### src/design/fmhp_pkg.sv
// types and constants shared by the flac metadata header parser
// no dependencies; used by every module of the parser
`default_nettype none

package fmhp_pkg;

  typedef enum logic [1:0] {
    PH_MAGIC,
    PH_HEADER,
    PH_BODY,
    PH_DONE
  } phase_t;

  localparam logic [2:0] ST_OK      = 3'd0;
  localparam logic [2:0] ST_SHORT   = 3'd1;
  localparam logic [2:0] ST_TRUNC   = 3'd2;
  localparam logic [2:0] ST_NO_INFO = 3'd3;
  localparam logic [2:0] ST_BAD_FMT = 3'd4;

  localparam logic [7:0] MAGIC_0 = 8'h66;
  localparam logic [7:0] MAGIC_1 = 8'h4C;
  localparam logic [7:0] MAGIC_2 = 8'h61;
  localparam logic [7:0] MAGIC_3 = 8'h43;

  localparam logic [7:0] LAST_MASK = 8'h80;
  localparam logic [7:0] TYPE_MASK = 8'h7F;

  localparam logic [5:0] INFO_MIN_SIZE = 6'd34;
  localparam logic [3:0] MIN_BUFFER    = 4'd8;
  localparam logic [4:0] MIN_BITS_CODE = 5'd7;

  // classified request passed from front to back
  typedef struct packed {
    logic [7:0] data;
    logic       eob;
    logic [3:0] magic_eq;
    logic       last_flag;
    logic       type_zero;
  } item_t;

endpackage

`default_nettype wire

### src/design/fmhp_front.sv
// front end: accepts input bytes and classifies them into queue requests
// depends on fmhp_pkg
`default_nettype none

module fmhp_front (
  input  wire logic           in_valid,
  output logic                in_ready,
  input  wire logic [7:0]     in_data_byte,
  input  wire logic           in_end_of_buffer,
  output logic                push,
  output fmhp_pkg::item_t     push_item,
  input  wire logic           q_ready
);

  assign in_ready = q_ready;
  assign push     = in_valid & q_ready;

  always_comb begin
    push_item.data        = in_data_byte;
    push_item.eob         = in_end_of_buffer;
    push_item.magic_eq[0] = (in_data_byte == fmhp_pkg::MAGIC_0);
    push_item.magic_eq[1] = (in_data_byte == fmhp_pkg::MAGIC_1);
    push_item.magic_eq[2] = (in_data_byte == fmhp_pkg::MAGIC_2);
    push_item.magic_eq[3] = (in_data_byte == fmhp_pkg::MAGIC_3);
    push_item.last_flag   = (in_data_byte & fmhp_pkg::LAST_MASK) != 8'd0;
    push_item.type_zero   = (in_data_byte & fmhp_pkg::TYPE_MASK) == 8'd0;
  end

endmodule

`default_nettype wire

### src/design/fmhp_queue.sv
// two-entry request queue between front and back
// depends on fmhp_pkg
`default_nettype none

module fmhp_queue (
  input  wire logic            clk,
  input  wire logic            rst_n,
  input  wire logic            push,
  input  wire fmhp_pkg::item_t push_item,
  output logic                 q_ready,
  output logic                 q_valid,
  output fmhp_pkg::item_t      q_item,
  input  wire logic            pop
);

  fmhp_pkg::item_t entry_r [2];
  logic            wr_ptr_r;
  logic            rd_ptr_r;
  logic [1:0]      count_r;
  logic [1:0]      count_nxt;

  assign q_ready = (count_r != 2'd2);
  assign q_valid = (count_r != 2'd0);
  assign q_item  = entry_r[rd_ptr_r];

  always_comb begin
    count_nxt = count_r;
    if (push && !pop) begin
      count_nxt = count_r + 2'd1;
    end else if (pop && !push) begin
      count_nxt = count_r - 2'd1;
    end
  end

  always_ff @(posedge clk) begin
    if (!rst_n) begin
      wr_ptr_r <= 1'b0;
      rd_ptr_r <= 1'b0;
      count_r  <= 2'd0;
    end else begin
      count_r <= count_nxt;
      if (push) begin
        wr_ptr_r <= ~wr_ptr_r;
      end
      if (pop) begin
        rd_ptr_r <= ~rd_ptr_r;
      end
    end
  end

  always_ff @(posedge clk) begin
    if (push) begin
      entry_r[wr_ptr_r] <= push_item;
    end
  end

endmodule

`default_nettype wire

### src/design/fmhp_back.sv
// back end: walks magic, block headers and bodies, captures streaminfo fields
// and holds the result in an output register; depends on fmhp_pkg
`default_nettype none

module fmhp_back (
  input  wire logic            clk,
  input  wire logic            rst_n,
  input  wire logic            q_valid,
  input  wire fmhp_pkg::item_t q_item,
  output logic                 pop,
  output logic                 out_valid,
  input  wire logic            out_ready,
  output logic [2:0]           out_status,
  output logic [19:0]          out_stream_rate,
  output logic [3:0]           out_channel_count,
  output logic [5:0]           out_sample_bits,
  output logic [35:0]          out_stream_total,
  output logic [35:0]          out_output_length
);

  localparam logic [5:0] OFF_RATE_HI  = 6'd10;
  localparam logic [5:0] OFF_RATE_MID = 6'd11;
  localparam logic [5:0] OFF_RATE_LO  = 6'd12;
  localparam logic [5:0] OFF_BITS     = 6'd13;
  localparam logic [5:0] OFF_TOTAL_3  = 6'd14;
  localparam logic [5:0] OFF_TOTAL_2  = 6'd15;
  localparam logic [5:0] OFF_TOTAL_1  = 6'd16;
  localparam logic [5:0] OFF_TOTAL_0  = 6'd17;

  fmhp_pkg::phase_t phase_r, phase_nxt;
  logic [3:0]  seen_r, seen_nxt;
  logic        magic_bad_r, magic_bad_nxt;
  logic [1:0]  hdr_idx_r, hdr_idx_nxt;
  logic        hdr_type_zero_r, hdr_type_zero_nxt;
  logic        last_r, last_nxt;
  logic        type_zero_r, type_zero_nxt;
  logic [23:0] left_r, left_nxt;
  logic [5:0]  body_off_r, body_off_nxt;
  logic        have_r, have_nxt;
  logic [19:0] rate_r, rate_nxt;
  logic [2:0]  chan_r, chan_nxt;
  logic [4:0]  bits_r, bits_nxt;
  logic [35:0] total_r, total_nxt;

  logic        out_valid_r;
  logic [2:0]  status_r, status_nxt;
  logic [19:0] o_rate_r, o_rate_nxt;
  logic [3:0]  o_chan_r, o_chan_nxt;
  logic [5:0]  o_bits_r, o_bits_nxt;
  logic [35:0] o_total_r, o_total_nxt;
  logic [35:0] o_len_r, o_len_nxt;

  logic [7:0]  b;
  logic        finish;

  assign b      = q_item.data;
  assign pop    = q_valid && (!out_valid_r || out_ready);
  assign finish = pop && q_item.eob;

  // next state
  always_comb begin
    phase_nxt         = phase_r;
    seen_nxt          = seen_r;
    magic_bad_nxt     = magic_bad_r;
    hdr_idx_nxt       = hdr_idx_r;
    hdr_type_zero_nxt = hdr_type_zero_r;
    last_nxt          = last_r;
    type_zero_nxt     = type_zero_r;
    left_nxt          = left_r;
    body_off_nxt      = body_off_r;
    have_nxt          = have_r;
    rate_nxt          = rate_r;
    chan_nxt          = chan_r;
    bits_nxt          = bits_r;
    total_nxt         = total_r;

    if (seen_r < fmhp_pkg::MIN_BUFFER) begin
      seen_nxt = seen_r + 4'd1;
    end

    case (phase_r)
      fmhp_pkg::PH_MAGIC: begin
        if (!q_item.magic_eq[seen_r[1:0]]) begin
          magic_bad_nxt = 1'b1;
        end
        if (seen_r >= 4'd3) begin
          phase_nxt   = fmhp_pkg::PH_HEADER;
          hdr_idx_nxt = 2'd0;
        end
      end
      fmhp_pkg::PH_HEADER: begin
        if (hdr_idx_r == 2'd0) begin
          hdr_type_zero_nxt = q_item.type_zero;
          last_nxt          = q_item.last_flag;
          left_nxt          = 24'd0;
          hdr_idx_nxt       = 2'd1;
        end else begin
          left_nxt = {left_r[15:0], b};
          if (hdr_idx_r == 2'd3) begin
            type_zero_nxt = hdr_type_zero_r &&
                            (left_nxt >= {18'd0, fmhp_pkg::INFO_MIN_SIZE});
            body_off_nxt  = 6'd0;
            hdr_idx_nxt   = 2'd0;
            if (left_nxt == 24'd0) begin
              if (type_zero_nxt) begin
                have_nxt = 1'b1;
              end
              phase_nxt = last_r ? fmhp_pkg::PH_DONE : fmhp_pkg::PH_HEADER;
            end else begin
              phase_nxt = fmhp_pkg::PH_BODY;
            end
          end else begin
            hdr_idx_nxt = hdr_idx_r + 2'd1;
          end
        end
      end
      fmhp_pkg::PH_BODY: begin
        if (type_zero_r) begin
          case (body_off_r)
            OFF_RATE_HI:  rate_nxt = {b, rate_r[11:0]};
            OFF_RATE_MID: rate_nxt = {rate_r[19:12], b, rate_r[3:0]};
            OFF_RATE_LO: begin
              rate_nxt = {rate_r[19:4], b[7:4]};
              chan_nxt = b[3:1];
              bits_nxt = {b[0], bits_r[3:0]};
            end
            OFF_BITS: begin
              bits_nxt  = {bits_r[4], b[7:4]};
              total_nxt = {b[3:0], total_r[31:0]};
            end
            OFF_TOTAL_3: total_nxt = {total_r[35:32], b, total_r[23:0]};
            OFF_TOTAL_2: total_nxt = {total_r[35:24], b, total_r[15:0]};
            OFF_TOTAL_1: total_nxt = {total_r[35:16], b, total_r[7:0]};
            OFF_TOTAL_0: total_nxt = {total_r[35:8], b};
            default: ;
          endcase
        end
        if (body_off_r < fmhp_pkg::INFO_MIN_SIZE) begin
          body_off_nxt = body_off_r + 6'd1;
        end
        left_nxt = left_r - 24'd1;
        if (left_nxt == 24'd0) begin
          if (type_zero_r) begin
            have_nxt = 1'b1;
          end
          phase_nxt   = last_r ? fmhp_pkg::PH_DONE : fmhp_pkg::PH_HEADER;
          hdr_idx_nxt = 2'd0;
        end
      end
      default: ;
    endcase
  end

  // result
  always_comb begin
    if (magic_bad_nxt || (seen_nxt < fmhp_pkg::MIN_BUFFER)) begin
      status_nxt = fmhp_pkg::ST_SHORT;
    end else if ((phase_nxt == fmhp_pkg::PH_BODY) && (left_nxt != 24'd0)) begin
      status_nxt = fmhp_pkg::ST_TRUNC;
    end else if (!have_nxt) begin
      status_nxt = fmhp_pkg::ST_NO_INFO;
    end else if ((bits_nxt < fmhp_pkg::MIN_BITS_CODE) || (rate_nxt == 20'd0)) begin
      status_nxt = fmhp_pkg::ST_BAD_FMT;
    end else begin
      status_nxt = fmhp_pkg::ST_OK;
    end

    o_rate_nxt  = 20'd0;
    o_chan_nxt  = 4'd0;
    o_bits_nxt  = 6'd0;
    o_total_nxt = 36'd0;
    o_len_nxt   = 36'd0;
    if (status_nxt == fmhp_pkg::ST_OK) begin
      o_rate_nxt  = rate_nxt;
      o_chan_nxt  = {1'b0, chan_nxt} + 4'd1;
      o_bits_nxt  = {1'b0, bits_nxt} + 6'd1;
      o_total_nxt = total_nxt;
      o_len_nxt   = (total_nxt == 36'd0) ? {18'd0, rate_nxt[19:2]} : total_nxt;
    end
  end

  always_ff @(posedge clk) begin
    if (!rst_n || finish) begin
      phase_r     <= fmhp_pkg::PH_MAGIC;
      seen_r      <= 4'd0;
      magic_bad_r <= 1'b0;
      hdr_idx_r   <= 2'd0;
      last_r      <= 1'b0;
      type_zero_r <= 1'b0;
      left_r      <= 24'd0;
      body_off_r  <= 6'd0;
      have_r      <= 1'b0;
    end else if (pop) begin
      phase_r     <= phase_nxt;
      seen_r      <= seen_nxt;
      magic_bad_r <= magic_bad_nxt;
      hdr_idx_r   <= hdr_idx_nxt;
      last_r      <= last_nxt;
      type_zero_r <= type_zero_nxt;
      left_r      <= left_nxt;
      body_off_r  <= body_off_nxt;
      have_r      <= have_nxt;
    end
  end

  // captured fields only count once a full block sets have_r
  always_ff @(posedge clk) begin
    if (pop) begin
      hdr_type_zero_r <= hdr_type_zero_nxt;
      rate_r          <= rate_nxt;
      chan_r          <= chan_nxt;
      bits_r          <= bits_nxt;
      total_r         <= total_nxt;
    end
  end

  always_ff @(posedge clk) begin
    if (!rst_n) begin
      out_valid_r <= 1'b0;
    end else if (finish) begin
      out_valid_r <= 1'b1;
    end else if (out_ready) begin
      out_valid_r <= 1'b0;
    end
  end

  always_ff @(posedge clk) begin
    if (finish) begin
      status_r  <= status_nxt;
      o_rate_r  <= o_rate_nxt;
      o_chan_r  <= o_chan_nxt;
      o_bits_r  <= o_bits_nxt;
      o_total_r <= o_total_nxt;
      o_len_r   <= o_len_nxt;
    end
  end

  assign out_valid         = out_valid_r;
  assign out_status        = status_r;
  assign out_stream_rate   = o_rate_r;
  assign out_channel_count = o_chan_r;
  assign out_sample_bits   = o_bits_r;
  assign out_stream_total  = o_total_r;
  assign out_output_length = o_len_r;

endmodule

`default_nettype wire

### src/design/flac_metadata_header_parser.sv
// FLAC metadata header parser, one buffer byte per cycle. A byte is taken in
// every cycle while the two-entry queue behind the input has room; the parser
// behind it retires one byte a cycle and only stalls while its single result
// register is full and not being taken. The byte flagged end_of_buffer yields
// one result (status, streaminfo fields and output length) once it has passed
// through the queue and been registered in the result register, and the parser
// then starts fresh on the next buffer with no gap.
// Depends on fmhp_pkg, fmhp_front, fmhp_queue and fmhp_back.
`default_nettype none

module flac_metadata_header_parser (
  input  wire logic        clk,
  input  wire logic        rst_n,
  input  wire logic        in_valid,
  output logic             in_ready,
  input  wire logic [7:0]  in_data_byte,
  input  wire logic        in_end_of_buffer,
  output logic             out_valid,
  input  wire logic        out_ready,
  output logic [2:0]       out_status,
  output logic [19:0]      out_stream_rate,
  output logic [3:0]       out_channel_count,
  output logic [5:0]       out_sample_bits,
  output logic [35:0]      out_stream_total,
  output logic [35:0]      out_output_length
);

  logic            push;
  fmhp_pkg::item_t push_item;
  logic            q_ready;
  logic            q_valid;
  fmhp_pkg::item_t q_item;
  logic            pop;

  fmhp_front u_front (
    .in_valid         (in_valid),
    .in_ready         (in_ready),
    .in_data_byte     (in_data_byte),
    .in_end_of_buffer (in_end_of_buffer),
    .push             (push),
    .push_item        (push_item),
    .q_ready          (q_ready)
  );

  fmhp_queue u_queue (
    .clk       (clk),
    .rst_n     (rst_n),
    .push      (push),
    .push_item (push_item),
    .q_ready   (q_ready),
    .q_valid   (q_valid),
    .q_item    (q_item),
    .pop       (pop)
  );

  fmhp_back u_back (
    .clk               (clk),
    .rst_n             (rst_n),
    .q_valid           (q_valid),
    .q_item            (q_item),
    .pop               (pop),
    .out_valid         (out_valid),
    .out_ready         (out_ready),
    .out_status        (out_status),
    .out_stream_rate   (out_stream_rate),
    .out_channel_count (out_channel_count),
    .out_sample_bits   (out_sample_bits),
    .out_stream_total  (out_stream_total),
    .out_output_length (out_output_length)
  );

endmodule

`default_nettype wire
### config.mk
export PLATFORM = sky130hd
export DESIGN_NAME = flac_metadata_header_parser
export DESIGN_NICKNAME = d
export VERILOG_FILES = /design/src/design/fmhp_pkg.sv /design/src/design/fmhp_front.sv /design/src/design/fmhp_queue.sv /design/src/design/fmhp_back.sv /design/src/design/flac_metadata_header_parser.sv
export SDC_FILE = /design/constraint.sdc
export NUM_CORES = 1
export LEC_CHECK = 0
export ABC_AREA = 1
export BUFFER_PORTS_ARGS = -buffer_cell sky130_fd_sc_hd__buf_2
export CAP_MARGIN = 15
export CORE_UTILIZATION = 45
export DETAILED_ROUTE_END_ITERATION = 6
export PLACE_DENSITY = 0.62
export SYNTH_ARGS = -nofsm -noshare
export SYNTH_HDL_FRONTEND = slang
export SYNTH_HIERARCHICAL = 1
export SYNTH_SLANG_ARGS = --single-unit
### constraint.sdc
create_clock -name clk -period 7.5 [get_ports clk]
set_input_delay 1.5 -clock clk [delete_from_list [all_inputs] [get_ports clk]]
set_output_delay 1.5 -clock clk [all_outputs]
set_load 0.01 [all_outputs]
# Word level (Yosys, flattened, before mapping)
# Memory sizes are Yosys's and may differ from the RTL's. A register that Yosys moved wholly into a read port is not among the register bits.
# Index checks and enable logic that the tools add are counted.
[totals]
ff_bits = 217
latch_bits = 0
ramBits = 30
mem_bits_ro = 0
output_inout_bits = 107
word_cells = 156
n_memories = 1
[memory_table]
columns = ["name", "depth", "width", "read_ports", "rd_ports_with_merged_regs", "write_ports", "line", "rtl"]
rows = [
  ["u_queue.entry_r", 2, 15, 1, 1, 1, "fmhp_queue.sv:16", "fmhp_pkg::item_t entry_r [2];"],
]
[op_classes]
n_addsub = 8
mul = 0
div_mod_pow = 0
n_lt_le_gt_ge = 7
n_eq_ne = 22
shifts = 0
muxes = 55
n_bitwise = 5
reduce_logical = 33
[op_table]
columns = ["op", "count"]
rows = [
  ["$pmux W36 S5", 1],
  ["$mux W36", 2],
  ["$pmux W20 S3", 1],
  ["$logic_not A24 Y1", 2],
  ["$pmux W24 S2", 1],
  ["$mux W20", 2],
  ["$eq A6 B4 Y1 const B", 6],
  ["$logic_not A36 Y1", 1],
  ["$eq A8 B7 Y1 const B", 4],
  ["$ge A24 B6 Y1 const B", 1],
  ["$mux W2", 12],
  ["$mux W24", 1],
  ["$reduce_bool A24 Y1", 1],
  ["$sub A24 B1 Y24 const B", 1],
  ["$mux W3", 7],
  ["$logic_not A20 Y1", 1],
  ["$mux W18", 1],
  ["$mux W6", 3],
  ["$mux W1", 15],
  ["$eq A6 B5 Y1 const B", 2],
  ["$pmux W2 S3", 2],
  ["$pmux W6 S2", 1],
  ["$mux W5", 2],
  ["$pmux W5 S2", 1],
  ["other kinds (32)", 59],
]

# Longest topological paths before layout
# Gate-level depths: netlist (run 1).
[logic_depth]
ltp_word = 13
mapped_depth = 22
ltp_nobuf = 20

# Cells and area by module
# The synthesis (run 1) kept the hierarchy.
[modules_own_cells]
columns = ["mod", "instances", "cells_per_inst", "area_each_um2"]
rows = [
  ["fmhp_back", 1, 1248, 10734.0],
  ["fmhp_queue", 1, 82, 1366.3],
  ["fmhp_front", 1, 42, 203.9],
]

# Worst setup path before layout (run 1)
# No wires, ideal clock.
[synth_path]
path_kind = "input to register"
startpoint = "input out_ready"
endpoint = "register u_queue.count_r[1]"
setup_time_ps = 64
t_arrival_ps = 4713
t_required_ps = 7436
setup_slack_ps = 2723
stages = 12
n_path_buf = 1
cell_sequence = "inv_1 > nand2_1 > nand2_1 > clkinv_1 > clkbuf_1 > inv_1 > ha_1 > inv_1 > nand3_1 > nand2_1 > inv_1 > nor2_1"
[synth_between]
elab_chain_cells = 5
word_cells_on_any_way = 7
cone_classes = "1 x mux; 6 x reduce/logical"
[synth_lines]
columns = ["item", "line", "rtl"]
rows = [
  ["start: declaration", "flac_metadata_header_parser.sv:19", "input wire logic out_ready,"],
  ["$logic_or A1 B1 Y1 (*)", "fmhp_back.sv:57", "assign pop = q_valid && (!out_valid_r || out_ready);"],
  ["$logic_and A1 B1 Y1 (*)", "fmhp_back.sv:57", ""],
  ["net pop", "flac_metadata_header_parser.sv:33", "logic pop;"],
  ["$logic_not A1 Y1", "fmhp_queue.sv:28", "if (push && !pop) begin"],
  ["$logic_and A1 B1 Y1", "fmhp_queue.sv:28", ""],
  ["$mux W2 / $reduce_bool A2 Y1 (equally long branches)", "-", ""],
  ["end signal: assignment", "fmhp_queue.sv:41", "count_r <= count_nxt;"],
  ["end: declaration", "fmhp_queue.sv:19", "logic [1:0] count_r;"],
]
# The timed path passes the listed nets; every way through them passes the cells marked *.
# A chain may end at the register's enable or synchronous reset.

# Worst setup path after layout (run 1)
[layout_path]
startpoint = "register u_back.phase_r[0]"
endpoint = "register u_back.o_bits_r[0] (netlist: u_back/out_sample_bits[0]), data pin"
[layout_between]
elab_chain_cells = 9
word_cells_on_any_way = 26
cone_classes = "1 x add/sub; 1 x order compare; 3 x eq/ne; 14 x mux; 7 x reduce/logical"
[layout_lines]
columns = ["item", "line", "rtl"]
rows = [
  ["start: declaration", "fmhp_back.sv:30", "fmhp_pkg::phase_t phase_r, phase_nxt;"],
  ["start signal: assignment", "fmhp_back.sv:184", "phase_r <= fmhp_pkg::PH_MAGIC;"],
  ["start signal: assignment", "fmhp_back.sv:194", "phase_r <= phase_nxt;"],
  ["$eq A2 B2 Y1", "fmhp_back.sv:81", "case (phase_r)"],
  ["$mux W20", "fmhp_back.sv:81", ""],
  ["net u_back.rate_nxt[13]", "fmhp_back.sv:40", "logic [19:0] rate_r, rate_nxt;"],
  ["$logic_not A20 Y1", "fmhp_back.sv:162", "end else if ((bits_nxt < fmhp_pkg::MIN_BITS_CODE) || (rate_nxt == 20'd0)) begin"],
  ["$logic_or A1 B1 Y1", "fmhp_back.sv:162", ""],
  ["$mux W3", "fmhp_back.sv:162", ""],
  ["$mux W3", "fmhp_back.sv:160", "end else if (!have_nxt) begin"],
  ["$mux W3", "fmhp_back.sv:158", "end else if ((phase_nxt == fmhp_pkg::PH_BODY) && (left_nxt != 24'd0)) begin"],
  ["$mux W3", "fmhp_back.sv:156", "if (magic_bad_nxt || (seen_nxt < fmhp_pkg::MIN_BUFFER)) begin"],
  ["$logic_not A3 Y1", "fmhp_back.sv:173", "if (status_nxt == fmhp_pkg::ST_OK) begin"],
  ["end signal: assignment", "fmhp_back.sv:232", "o_bits_r <= o_bits_nxt;"],
  ["end: declaration", "fmhp_back.sv:49", "logic [5:0] o_bits_r, o_bits_nxt;"],
]
# The timed path passes the listed nets, and every way through them passes these cells.

==> flow_summary.ini, run 1 <==
[synthesis]
async_flop_share = 0
yosys.area.top_type = edfxtp_1
ys_types = 44
synth_area_mm2 = 0.0123
syn_inst = 1372
syn_area_per_cell_um2 = 8.97
ys_ff_latch = 248
syn-num-nets = 1402
ys.flop_type = edfxtp_1
synth.most_common_cell = nand2_1
synth_edf_count = 200
synth_top_area_frac = 0.488
yosysWarningCount = 6
netlist_top_cells_count = nand2_1, nor2_1, edfxtp_1
ys_seq_area_frac = 0.566
synthTopCellsByArea = edfxtp_1, nand2_1, dfxtp_1

[floorplan]
die_area_mm2 = 0.0280
die_h_um = 167
core-area_mm2 = 0.0269
io_pins = 120
rows = 60
die_w_um = 167
start_util = 0.458

[sta]
setup_ws_ps = 2910
finalSetupTns_ps = 0
clock_skew_ps = 16.9
whs_ps = 458
slew_headroom = 0.305
fmax_ghz = 0.218
worst-slew-pin-transition_ps = 1040
grt_setup_unrepaired = false
period_needed_ps = 4590
fin_crit_sh = 0.612
hold_viol_final = 0
finalSetupViolCount = 0
drv_slew = 0

[final_layout]
area_growth_pct = 12.4
fillCellCount = 2557
n_antenna_cell = 0
nets = 1505
final_layout_size_suffix_gt1_frac = 0.144
instances_no_fill = 1833

[pwr]
p_leak_nw = 6.10
peakVddDrop_mv = 0.213
p_per_area_mw_per_mm2 = 438

[global_route]
grt-ovfl-total = 0
grt_start_max_net_pins = 103
grtUsageTotal = 0.210
antenna_found_initial = 0
first_global_vias = 9087
grt_pass1_wl_um = 47000

[place]
place.gp.congestion = 0.866
pre_cts_ws_ps = 2540
portBuffers = 119
dp.final_hpwl_um = 20000
placedCellCount = 1788

[setup_path]
worst_ep_arrival_time_ps = 4830
end_kind = register
cp-start-kind = register
crit_type = reg2reg
crit_fanout = 102
crit_required_ps = 7740

[clocking]
htree_num_levels = 1
cts-resized-gates = 0
cts_made_buffers = 26
insertion_delay_ps = 540
cts_tree = built
clkSinkCount = 248
cts-root-buf = clkbuf_16
holdBufCountCts = 0
clkTransAtPathRegs_ps = 60
ctsLongestPathBuffers = 3
postCtsSetupBuffers = 0

[drt]
first_iter_violations = 960
wl_per_cell_um = 16.0
via_per_inst = 5.27
drc_errors = 2
routed-via-count = 9660
routed_wirelength_um = 29400
ant_nets = 0
drt-pass1-iter-count = 7

[outcome]
status = complete, but fails checks
violations = design-rule violations

[run]
maxCapViolCount = 0

[hold_path]
worstHoldPathType = reg2reg
==> area by class of cell <==
type | instances | area (um2) | share of cell area
clock buffers | 29 | 662 | 0.0479
clock inverters | 16 | 143 | 0.0103
inverters | 193 | 728 | 0.0526
multi-input cells | 882 | 4270 | 0.309
flip-flops and latches | 248 | 6970 | 0.504
well taps | 341 | 427 | 0.0308
repair buffers | 124 | 633 | 0.0458
==> logic make-up (layout without fill, tap and decap cells) <==
group / count (synthesis) / after routing / share of synthesized area
xor gates and xnor gates: 4 / 4 / 0.00285
muxes: 15 / 15 / 0.0168
adders and majority gates: 17 / 17 / 0.0173
buffers and inverters: 242 / 362 / 0.0871
AOI/OAI and AO/OA: 183 / 183 / 0.0801
and+or+nand+nor: 663 / 663 / 0.230
DFF: 248 / 248 / 0.566
==> power by group <==
part	switching, mW	leakage, nW	internal [mW]
Sequential	0.213	2.21	2.02
Combinational	1.84	3.50	0.750
Clock	0.524	0.390	0.702
Total	2.58	6.10	3.47
==> stage by stage <==
step	cell area, um2	util	power (mW)
floorplan	12300	-	4.11
global placement	13000	0.485	4.79
detailed placement	13000	0.485	4.83
CTS	13800	0.515	6.07
global route	13800	0.515	6.53
finish	13800	0.515	6.06
==> layer usage <==
layer	track usage	routed length (um)	up-vias
met5	0	0	-
met4	0.0598	544	0
met3	0.0418	2570	46
met2	0.330	13100	382
met1	0.295	13200	4497
li1	-	-	4735
==> sequential cells by signal, summed over array words and instances (netlist names), 4 cells and up, named ones only <==
signal	count
u_back/out_output_length	36
u_back/out_stream_total	36
u_back/total_r	36
u_queue/entry_r	30
u_back/left_r	24
u_back/out_stream_rate	20
u_back/rate_r	20
u_back/body_off_r	6
u_back/out_sample_bits	6
u_back/bits_r	5
u_back/out_channel_count	4
u_back/seen_r	4
==> worst max-delay path, cell delays in order, from the launching register on <==
cell and delay (ps):
dfxtp_1 350, inv_1 150, ha_1 650, nand2_2 270, nor2_2 320, nand3_1 330
nand2_1 140, o21ai_0 220, inv_1 150, nand4_1 110, nor2_1 260, nand3_1 130
nand2_1 120, nor2_1 80, nand3_4 80, buf_4 710, nor2_1 110
==> placed cells by master (no fill, tap or decap), drive strengths merged <==
cell type | Yosys | layout
nand3 | 91 | 91
bufinv | 0 | 2
clkbuf | 17 | 29
o22ai | 20 | 20
inv | 191 | 191
xnor2 | 3 | 3
clkinv | 2 | 15
dfxtp | 48 | 48
nor2 | 243 | 243
nor3 | 13 | 13
or2 | 2 | 2
nand2 | 290 | 290
o21a | 1 | 1
nand3b | 2 | 2
nor3b | 4 | 4
mux2 | 15 | 15
xor2 | 1 | 1
a32oi | 1 | 1
edfxtp | 200 | 200
and2 | 1 | 1
clkinvlp | 0 | 1
a211oi | 5 | 5
nand4 | 15 | 15
o211ai | 1 | 1
a31oi | 1 | 1
buf | 32 | 124
nor4 | 2 | 2
ha | 17 | 17
o21ai | 103 | 103
a22oi | 9 | 9
a21oi | 42 | 42
==> path summary, 6_finish.rpt <==
path                            slack [ps]  cells after the start                            start                                      end
worst max-delay path                  2910                     16   u_back/phase_r[0]$_SDFFE_PP0P_  u_back/out_sample_bits[0]$_SDFFCE_PP0P_
worst min-delay path                   460                      2  u_back/magic_bad_r$_SDFFE_PP0P_          u_back/magic_bad_r$_SDFFE_PP0P_
worst max register to register        2910                     16   u_back/phase_r[0]$_SDFFE_PP0P_  u_back/out_sample_bits[0]$_SDFFCE_PP0P_
worst min register to register         460                      2  u_back/magic_bad_r$_SDFFE_PP0P_          u_back/magic_bad_r$_SDFFE_PP0P_
No activity file was read; power rests on OpenSTA's default activity.
==> inputs of run 2 (changes only) <==
--- a/config.mk
+++ b/config.mk
@@ -5,12 +5,12 @@
 export SDC_FILE = /design/constraint.sdc
 export NUM_CORES = 1
 export LEC_CHECK = 0
-export ABC_AREA = 1
+export ABC_AREA = 0
 export BUFFER_PORTS_ARGS = -buffer_cell sky130_fd_sc_hd__buf_2
 export CAP_MARGIN = 15
 export CORE_UTILIZATION = 45
 export DETAILED_ROUTE_END_ITERATION = 6
-export PLACE_DENSITY = 0.62
+export PLACE_DENSITY = 0.65
 export SYNTH_ARGS = -nofsm -noshare
 export SYNTH_HDL_FRONTEND = slang
 export SYNTH_HIERARCHICAL = 1
==> constraint.sdc (replaced) <==
create_clock -name clk -period 4 [get_ports clk]
set_input_delay 0.8 -clock clk [delete_from_list [all_inputs] [get_ports clk]]
set_output_delay 0.8 -clock clk [all_outputs]
set_load 0.01 [all_outputs]
==> run 2 against run 1 <==
Against the previous run: the run still ends with design-rule violations left; sequential share of layout area fell by 1.8 points; die area down 1.9%; worst hold slack improved by 6.6 ps; critical path type unchanged.
==> flow_summary.ini, run 2 <==
[synthesis]
synthTopCellsByArea = edfxtp_1, dfxtp_1, nor2b_1
syn-num-nets = 1077
yosys.area.top_type = edfxtp_1
synth_area_mm2 = 0.0121
syn_area_per_cell_um2 = 11.5
synth_top_area_frac = 0.498
netlist_top_cells_count = edfxtp_1, nor2_1, nor2b_1
synth_edf_count = 200
ys_types = 80
ys.flop_type = edfxtp_1
async_flop_share = 0
syn_inst = 1047
yosysWarningCount = 6
synth.most_common_cell = edfxtp_1
ys_seq_area_frac = 0.577
ys_ff_latch = 248

[place]
place_area_mm2 = 0.0134
portBuffers = 119
dp.final_hpwl_um = 21400
placedCellCount = 1501
place.gp.congestion = 0.941

[floorplan]
core-area_mm2 = 0.0262
die_w_um = 166
die_h_um = 166
io_pins = 120
die_area_mm2 = 0.0275
start_util = 0.461
rows = 59

[setup_path]
crit_chain = inv_1 -> ha_1 -> or3b_2 -> o311ai_0 -> o311ai_1 -> a211oi_1 -> or4b_1 -> nor4b_4 -> and3_4 -> o311ai_4 -> buf_12 -> buf_6 -> nor2b_1
crit_required_ps = 4380
crit_type = reg2reg
crit_fanout = 24
worst_ep_arrival_time_ps = 4240
slowest_stage = or4b_1
end_kind = register
max_stage_delay_ps = 510
cp-start-kind = register

[clocking]
clkSinkCount = 248
cts-root-buf = clkbuf_16
cts_made_buffers = 27
clkTransAtPathRegs_ps = 60
htree_num_levels = 1
cts_tree = built
ctsLongestPathBuffers = 3
insertion_delay_ps = 550

[sta]
whs_ps = 465
finalSetupTns_ps = 0
period_needed_ps = 3860
hold_viol_final = 0
drv_slew = 0
fin_crit_sh = 0.966
worst-slew-pin-transition_ps = 721
slew_headroom = 0.520
clock_skew_ps = 21.6
finalSetupViolCount = 0
fmax_ghz = 0.259

[final_layout]
final_cell_mix = edfxtp_1, buf_2, nor2_1
nets = 1227
final_area_mm2 = 0.0143
layout_commonest_cell = edfxtp_1
fillCellCount = 2223
n_antenna_cell = 0
final_layout_size_suffix_gt1_frac = 0.232
instances_no_fill = 1553
area_growth_pct = 18.8

[drt]
routed-via-count = 9090
drt-pass1-iter-count = 7
routed_wirelength_um = 31600
ant_nets = 0
via_per_inst = 5.85
first_iter_violations = 877
wl_per_cell_um = 20.3
drc_errors = 12

[pwr]
peakVddDrop_mv = 0.636
p_per_area_mw_per_mm2 = 731
p_leak_nw = 5.44

[run]
maxCapViolCount = 0

[global_route]
antenna_found_initial = 0
grt_pass1_wl_um = 49600
grt_start_max_net_pins = 75
grtUsageTotal = 0.227
grt-ovfl-total = 0
first_global_vias = 8663

[outcome]
violations = design-rule violations
status = complete, but fails checks

[hold_path]
worstHoldPathType = in2reg
run 2: cell count changes in the layout (fill, tap and decap cells not counted), sizes merged, moves of 21 or more:
cell,delta
nand2,-244
nand3,-75
nor4,+21
a22o,+52
inv,-160
o21ai,-73
nor2b,+78
buf,+81
nor2,-147
run 2: final timing paths:
| kind | startpoint | end | slack [ps] | cells past startpoint |
|---|---|---|---|---|
| worst max-delay path | u_back/phase_r[0]$_SDFFE_PP0P_ | u_back/out_stream_total[18]$_SDFFCE_PP0P_ | 140 | 13 |
| worst min-delay path | in_end_of_buffer | u_queue/entry_r[1][6]$_DFFE_PP_ | 460 | 1 |
| worst max register to register | u_back/phase_r[0]$_SDFFE_PP0P_ | u_back/out_stream_total[18]$_SDFFCE_PP0P_ | 140 | 13 |
| worst min register to register | u_queue/count_r[1]$_SDFFE_PN0P_ | u_queue/count_r[1]$_SDFFE_PN0P_ | 500 | 2 |
run 2: routing by layer:
layer	GRT usage	routed length, um	up-vias
met2	0.370	14800	363
li1	-	-	4263
met3	0.0298	2030	70
met5	0	0	-
met1	0.310	13600	4394
met4	0.0886	1140	0
run 2: logic make-up (layout without fill, tap and decap cells):
logic type,Yosys count,after routing,synth area share
mux,28,28,0.0267
simple gates,388,388,0.181
fa+ha+maj,17,17,0.0176
compound gates,233,233,0.142
buf+inv,115,286,0.0429
xor+xnor,18,18,0.0131
flops,248,248,0.577
run 2: cell type report:
type                       count  area [um2]  share of cell area
sequential                   248        6970               0.486
multi-input combinational    684        4630               0.323
timing repair buffer         206        1360              0.0949
clock buffer                  37         733              0.0511
tap                          335         419              0.0292
inverter                      30         116             0.00812
clock inverter                13         113             0.00785
run 2: what timing repair did:
action | 4_1_cts | 5_1_grt
hold buffers | 0 | 0
endpoints found under the setup margin | 0 | 100
resized for setup | 0 | 13
buffers inserted | 0 | 1
run 2: metrics by stage:
stage	total power, mW	util	setup slack (ps)
floorplan	6.31	-	244
global placement	8.02	0.511	75.6
detailed placement	8.01	0.511	129
CTS	10.4	0.543	108
global route	11.0	0.547	-16.2
finish	10.5	0.547	138
run 2: critical path: cells and delay by family (launching register included):
kind                     cells  cell delay [ps]
AND/OR/NAND/NOR              5             1640
flip-flops                   1              360
AO/OA/AOI/OAI                4              880
adder cells (fa/ha/maj)      1              370
buffers and inverters        3              450
run 2: power breakdown:
group	switching, mW	internal (mW)	leakage (nW)
registers	0.165	3.40	2.09
logic	2.87	1.66	2.94
clock network	1.03	1.36	0.406
total	4.07	6.42	5.44
